**src/rtl/led_matrix_16x16_row_scroller_top_macros.svh**
```systemverilog
// Assertion macros for the row scroller.
// Taken in by the top level; depends on nothing else.
`ifndef LED_MATRIX_16X16_ROW_SCROLLER_TOP_MACROS_SVH
`define LED_MATRIX_16X16_ROW_SCROLLER_TOP_MACROS_SVH

// Same-cycle implication, disabled while reset is asserted.
`define LMRS_ASSERT_NOW(label, clk, rst_n, ante, cons, msg) \
	label: assert property (@(posedge clk) disable iff (!rst_n) (ante) |-> (cons)) \
		else $error(msg);

// Next-cycle implication, disabled while reset is asserted.
`define LMRS_ASSERT_NEXT(label, clk, rst_n, ante, cons, msg) \
	label: assert property (@(posedge clk) disable iff (!rst_n) (ante) |=> (cons)) \
		else $error(msg);

`endif

```
**src/rtl/lmrs_pkg.sv**
```systemverilog
// Shared types, constants and helpers for the LED matrix row scroller.
// No dependencies; imported by lmrs_modstep and the top level.
package lmrs_pkg;

	localparam int MAX_ROWS_DEF     = 256;
	localparam int DISPLAY_ROWS_DEF = 16;
	localparam int CFG_DW           = 9;
	localparam int HOLD_W           = 8;
	localparam int BYTE_W           = 8;
	localparam int INDEX_W          = 8;

	localparam logic [CFG_DW-1:0] CONTENT_ROWS_RST = 9'd16;
	localparam logic [HOLD_W-1:0] SCROLL_HOLD_RST  = 8'd0;

	typedef enum logic {
		CMD_WRITE   = 1'b0,
		CMD_REFRESH = 1'b1
	} cmd_t;

	typedef enum logic {
		REG_CONTENT_ROWS = 1'b0,
		REG_SCROLL_HOLD  = 1'b1
	} reg_index_t;

	// Mode of the shared compare/subtract unit
	typedef enum logic {
		STEP_SUB  = 1'b0,	// a >= m ? a - m : a (one restoring division step)
		STEP_WRAP = 1'b1	// a >= m ? 0 : a (increment wrap)
	} step_mode_t;

	function automatic logic [BYTE_W-1:0] reverse8(input logic [BYTE_W-1:0] b);
		logic [BYTE_W-1:0] r;
		r = '0;
		for (int k = 0; k < BYTE_W; k++) begin
			r[BYTE_W-1-k] = b[k];
		end
		return r;
	endfunction

endpackage

```
**src/rtl/lmrs_modstep.sv**
```systemverilog
// Shared compare/subtract unit of the row scroller sequencer.
// Depends on lmrs_pkg for the step mode type.
module lmrs_modstep
	import lmrs_pkg::*;
#(
	parameter int UW = 10
) (
	input  logic [UW-1:0] a,
	input  logic [UW-1:0] m,
	input  step_mode_t    mode,
	output logic [UW-1:0] y
);

	logic ge;

	assign ge = (a >= m);

	always_comb begin
		case (mode)
			STEP_SUB:  y = ge ? (a - m) : a;
			STEP_WRAP: y = ge ? '0 : a;
			default:   y = a;
		endcase
	end

endmodule

```
**config.mk**
```make
export PLATFORM = sky130hd
export DESIGN_NAME = lmrs_modstep
export DESIGN_NICKNAME = d
export VERILOG_FILES = /design/src/rtl/led_matrix_16x16_row_scroller_top_macros.svh /design/src/rtl/lmrs_pkg.sv /design/src/rtl/lmrs_modstep.sv
export SDC_FILE = /design/constraint.sdc
export NUM_CORES = 1
export LEC_CHECK = 0
export BUFFER_PORTS_ARGS = -buffer_cell sky130_fd_sc_hd__clkbuf_2
export CAP_MARGIN = 20
export CELL_PAD_IN_SITES_DETAIL_PLACEMENT = 1
export CELL_PAD_IN_SITES_GLOBAL_PLACEMENT = 2
export CORE_MARGIN = 3
export CORE_UTILIZATION = 25
export DETAILED_ROUTE_END_ITERATION = 6
export GPL_TIMING_DRIVEN = 0
export PLACE_DENSITY = 0.88
export SLEW_MARGIN = 15
export SYNTH_ARGS = -nofsm -noshare
export SYNTH_HDL_FRONTEND = slang
export SYNTH_SLANG_ARGS = --single-unit
```
**constraint.sdc**
```tcl
create_clock -name vclk -period 2.2
set_input_delay 0.22 -clock vclk [all_inputs]
set_output_delay 0.22 -clock vclk [all_outputs]
set_load 0.05 [all_outputs]
```
# Word-level counts from Yosys, hierarchy flattened
# Cells that the tools add are included.
[word_totals]
reg_bits = 0
in_bits = 21
output_inout_bits = 10
word_cells = 6
[classes]
addsub = 1
order_cmp = 1
n_mux = 3
bitwise_logic = 1
[ops]
columns = ["operator", "count"]
rows = [
  ["$mux W10", 2],
  ["$pmux W10 S2", 1],
  ["$ge A10 B10 Y1", 1],
  ["$sub A10 B10 Y10", 1],
  ["$not A1 Y1", 1],
]

# Longest topological paths before layout
[logic_depth]
ltp_word = 3
mapped_depth = 10
mapped_depth_nobuf = 9

# Least setup slack after synthesis
# No wires, ideal clock.
[synth_path]
path_kind = "input -> output"
from = "input a[0]"
to = "output y[0]"
arrival_ns = 2.474
t_required_ns = 1.980
slack_ns = -0.494
cell_stages = 9
path_buffers = 1
cell_sequence = "inv_1 -> ha_1 -> inv_1 -> fa_1 -> a21oi_2 -> a211oi_2 -> a211oi_4 -> buf_6 -> o31ai_1"
[synth_via]
elab_chain_len = 3
[synth_rtl]
columns = ["element", "line", "text"]
rows = [
  ["start, declared", "lmrs_modstep.sv:8", "input logic [UW-1:0] a,"],
  ["$sub A10 B10 Y10 or $ge A10 B10 Y1 (tied branches)", "lmrs_modstep.sv:20, lmrs_modstep.sv:16", ""],
  ["$mux W10 (on tied branches)", "lmrs_modstep.sv:20, lmrs_modstep.sv:21", ""],
  ["$pmux W10 S2 (*)", "lmrs_modstep.sv:19", "case (mode)"],
  ["end, declared", "lmrs_modstep.sv:11", "output logic [UW-1:0] y"],
]
# Every way passes the cells marked *; elsewhere a longest branch is shown, timed or not.

# Worst setup path in the final report
[layout_path]
from = "input a[0]"
to = "output y[3]"
# Same word-level chain as after synthesis.

==> key figures <==
Synth
  • Biggest area consumer among synthesized cells: ha_1
  • Top-count cell post-synth: inv_1
  • Synth top area share: about a fifth
  • Unique masters post-synth: 35
  • Mapped Nets: 123
  • Seq/Total Area, Yosys: 0%
  • Yosys Warn Count: 0
  • Synth Cell Area: 651 um2
  • Synth top cells by count: inv_1 (12), ha_1 (10), nand2_1 (10)
  • Syn_area_per_cell: 7.15 um2
  • Ranking of synthesized cells by area: ha_1 (19%), inv_1 (6.9%), nand2_1 (5.8%)
  • Synth Area in Simple Gates: 21.9%
  • Post-synthesis mux area share: 0%
  • Compound-Gate Fraction of Synth Area: 43.1%
  • Synthesized instance count: 91
  • Xor/xnor cell area share of the yosys netlist: 4.04%
  • Adder-cell area share of the yosys netlist: 22.3%
  • Main combinational cell family by area after synthesis: compound AO/OA/AOI/OAI gates

Placed design
  • IO buf count: 31
  • GP Congestion: 0.803
  • DP Cell Count: 150
  • Dpl hpwl: 1.84 mm

Global routing
  • Initial antenna violation count: 0
  • Pin count of the biggest net entering global routing: 9
  • Vias in the first global route: 960
  • Grt total ovfl: 0
  • Total global-route track usage: 16.1%
  • First-pass GRT wire length: approximately 4.3 mm

Final layout
  • Register Area: 0 um2
  • # diodes: 0
  • Syn-to-layout area delta: 90.6%
  • Seq cells: 0
  • Clk_buf instances: 0
  • Layout cells sized above 1: 56.0%
  • Non-filler cells, final: roughly 160
  • Nets: ~170

Power and ir drop
  • Combinational share of power: 100.0%
  • Pint: ~0.24 mW
  • Sw frac: between 50% and 60%
  • Final Total Pwr: roughly 0.53 mW
  • Sequential share of power: 0%
  • Clock power share: 0%
  • PwrDens: around 430 mW/mm2
  • P_leak: 0.567 nW
  • Peak supply drop: 0.236 mV
  • NetSw: approximately 0.3 mW

Run status
  • Status: finished, violations left
  • Failing checks: setup timing

Flow run
  • # Max-Cap Violations: 0

Timing
  • RSZ-0062 raised after global routing: yes
  • Setup_tns: -1.13 ns
  • Relative slew slack: 73.0%
  • Slack of the critical path: -0.166 ns
  • Max Freq: between 400 and 500 MHz
  • Worst Hold Slack: 0.815 ns
  • Worst-Margin Slew: approximately 0.4 ns
  • Max Slew Vio Count: 0
  • # setup viols final: 10
  • Period Utilization, post-route: 108%
  • Crit path time final: about 2.4 ns
  • Final Hold Vio Count: 0

Floorplan
  • Die H: between 50 and 60 um
  • Core Rows: 17
  • Core footprint: 0.00234 mm2
  • Width of the die: 57.0 um
  • Die ar.: ~0.0033 mm2
  • Initial Utilization: 27.8%
  • Top Ports: 31

Worst setup path
  • Crit-path cells: buf_8 > inv_4 > ha_4 > inv_2 > fa_2 > a21oi_4 > a211oi_4 > a211oi_4 > buf_6 > buf_6 > a2111oi_4 > a21o_2 > clkbuf_16
  • Data arrival time of the critical path: roughly 2.2 ns
  • Max incr delay on CP: 0.38 ns
  • Type of origin of the critical path: input port
  • Worst Setup End Kind: primary output
  • Worst-path maximum fanout: 5
  • Worst path slowest cell: fa_2
  • Req. time, crit path: 1.98 ns
  • Worst setup path class: in -> out

Worst hold path
  • Min-delay worst type: in -> out
  • Hold Path Sink: y[7]
  • Hold_sp: a[7]
  • Hold path depth: 3

Route
  • Initial DRC count: 10
  • Vias per inst: 5.42
  • WL final: 3.00 mm
  • Pre-antenna DRT Iters: 4
  • DR vias: 878
  • Final ANT Viol Nets: 0
  • WL/cell: about 18 um
  • DRC viols: 0

Clock network
  • Hold Buf Count CTS: 0
==> worst max-delay path by stage <==
stage / from / end / slack [ns] / cells after the start
2_1_floorplan: a[0] / y[5] / 0.01 / 9
5_1_grt: a[0] / y[3] / -0.21 / 13
4_1_cts: a[0] / y[3] / -0.13 / 13
6_report: a[0] / y[3] / -0.17 / 13
3_3_place_gp: a[0] / y[4] / -0.45 / 12
3_5_place_dp: a[0] / y[0] / -0.54 / 12
==> area by class of cell <==
| class | instances | area, um2 |
|---|---|---|
| inverters | 12 | 47.5 |
| fillers | 280 | 1100 |
| plain buffers | 1 | 11.3 |
| repair buffers | 43 | 379 |
| multi-input cells | 78 | 767 |
| well taps | 28 | 35.0 |
==> power by group through the flow <==
| stage | Clock (mW) | Sequential, mW | Combinational [mW] |
|---|---|---|---|
| 2_1_floorplan | 0 | 0 | 0.270 |
| 3_3_place_gp | 0 | 0 | 0.343 |
| 3_5_place_dp | 0 | 0 | 0.354 |
| 4_1_cts | 0 | 0 | 0.470 |
| 5_1_grt | 0 | 0 | 0.566 |
| 6_report | 0 | 0 | 0.531 |
==> placed cells by master, fill, tap and decap left out, types with 2 or more instances in the layout <==
| master | instances |
|---|---|
| and2_1 | 2 |
| o211ai_1 | 2 |
| a32o_2 | 2 |
| a21oi_1 | 4 |
| or3_1 | 2 |
| nor2_1 | 3 |
| o31ai_4 | 3 |
| xnor2_1 | 3 |
| a211oi_4 | 2 |
| o21a_1 | 2 |
| nand2_1 | 6 |
| ha_1 | 5 |
| buf_6 | 5 |
| nor2b_1 | 2 |
| buf_4 | 8 |
| ha_4 | 4 |
| inv_1 | 9 |
| clkbuf_2 | 20 |
| o21ai_0 | 5 |
| buf_8 | 9 |
| nand2_2 | 3 |
| a21o_1 | 2 |
| inv_2 | 2 |
==> through the flow <==
stage | setup slack [ns] | area, um2 | util (%)
finish | -0.166 | 1240 | 53.0
global route | -0.213 | 1240 | 53.0
CTS | -0.131 | 1130 | 48.5
detailed placement | -0.536 | 875 | 37.4
global placement | -0.448 | 875 | 37.4
floorplan | 0.0105 | 684 | -
==> worst max-delay path: cells and delay by family <==
family / cells / cell delay [ns]
AOI/OAI and AO/OA: 5 / 0.76
adders and majority gates: 2 / 0.51
buffers and inverters: 6 / 0.64
==> logic make-up (layout without fill, tap and decap cells) <==
kind of cell    count (synthesis)  count (layout)
compound gates                 36              36
simple gates                   28              28
buf+inv                        13              56
fa+ha+maj                      11              11
xor+xnor                        3               3
==> what timing repair did <==
action | 4_1_cts | 5_1_grt
hold endpoints to repair | 0 | 0
cloned | 1 | 0
pin swaps | 9 | 11
endpoints found under the setup margin | 10 | 10
resized for setup | 42 | 25
setup buffers | 9 | 2
==> routing by layer <==
layer | part of all wire (%) | global-route usage [%] | up-vias
met5 | 0 | 0 | -
met4 | 2.5 | 1.32 | 0
met3 | 4.9 | 0.226 | 8
met2 | 56 | 31.5 | 30
met1 | 37 | 20.3 | 416
li1 | - | - | 424
Power figures use the tool's default switching activity.
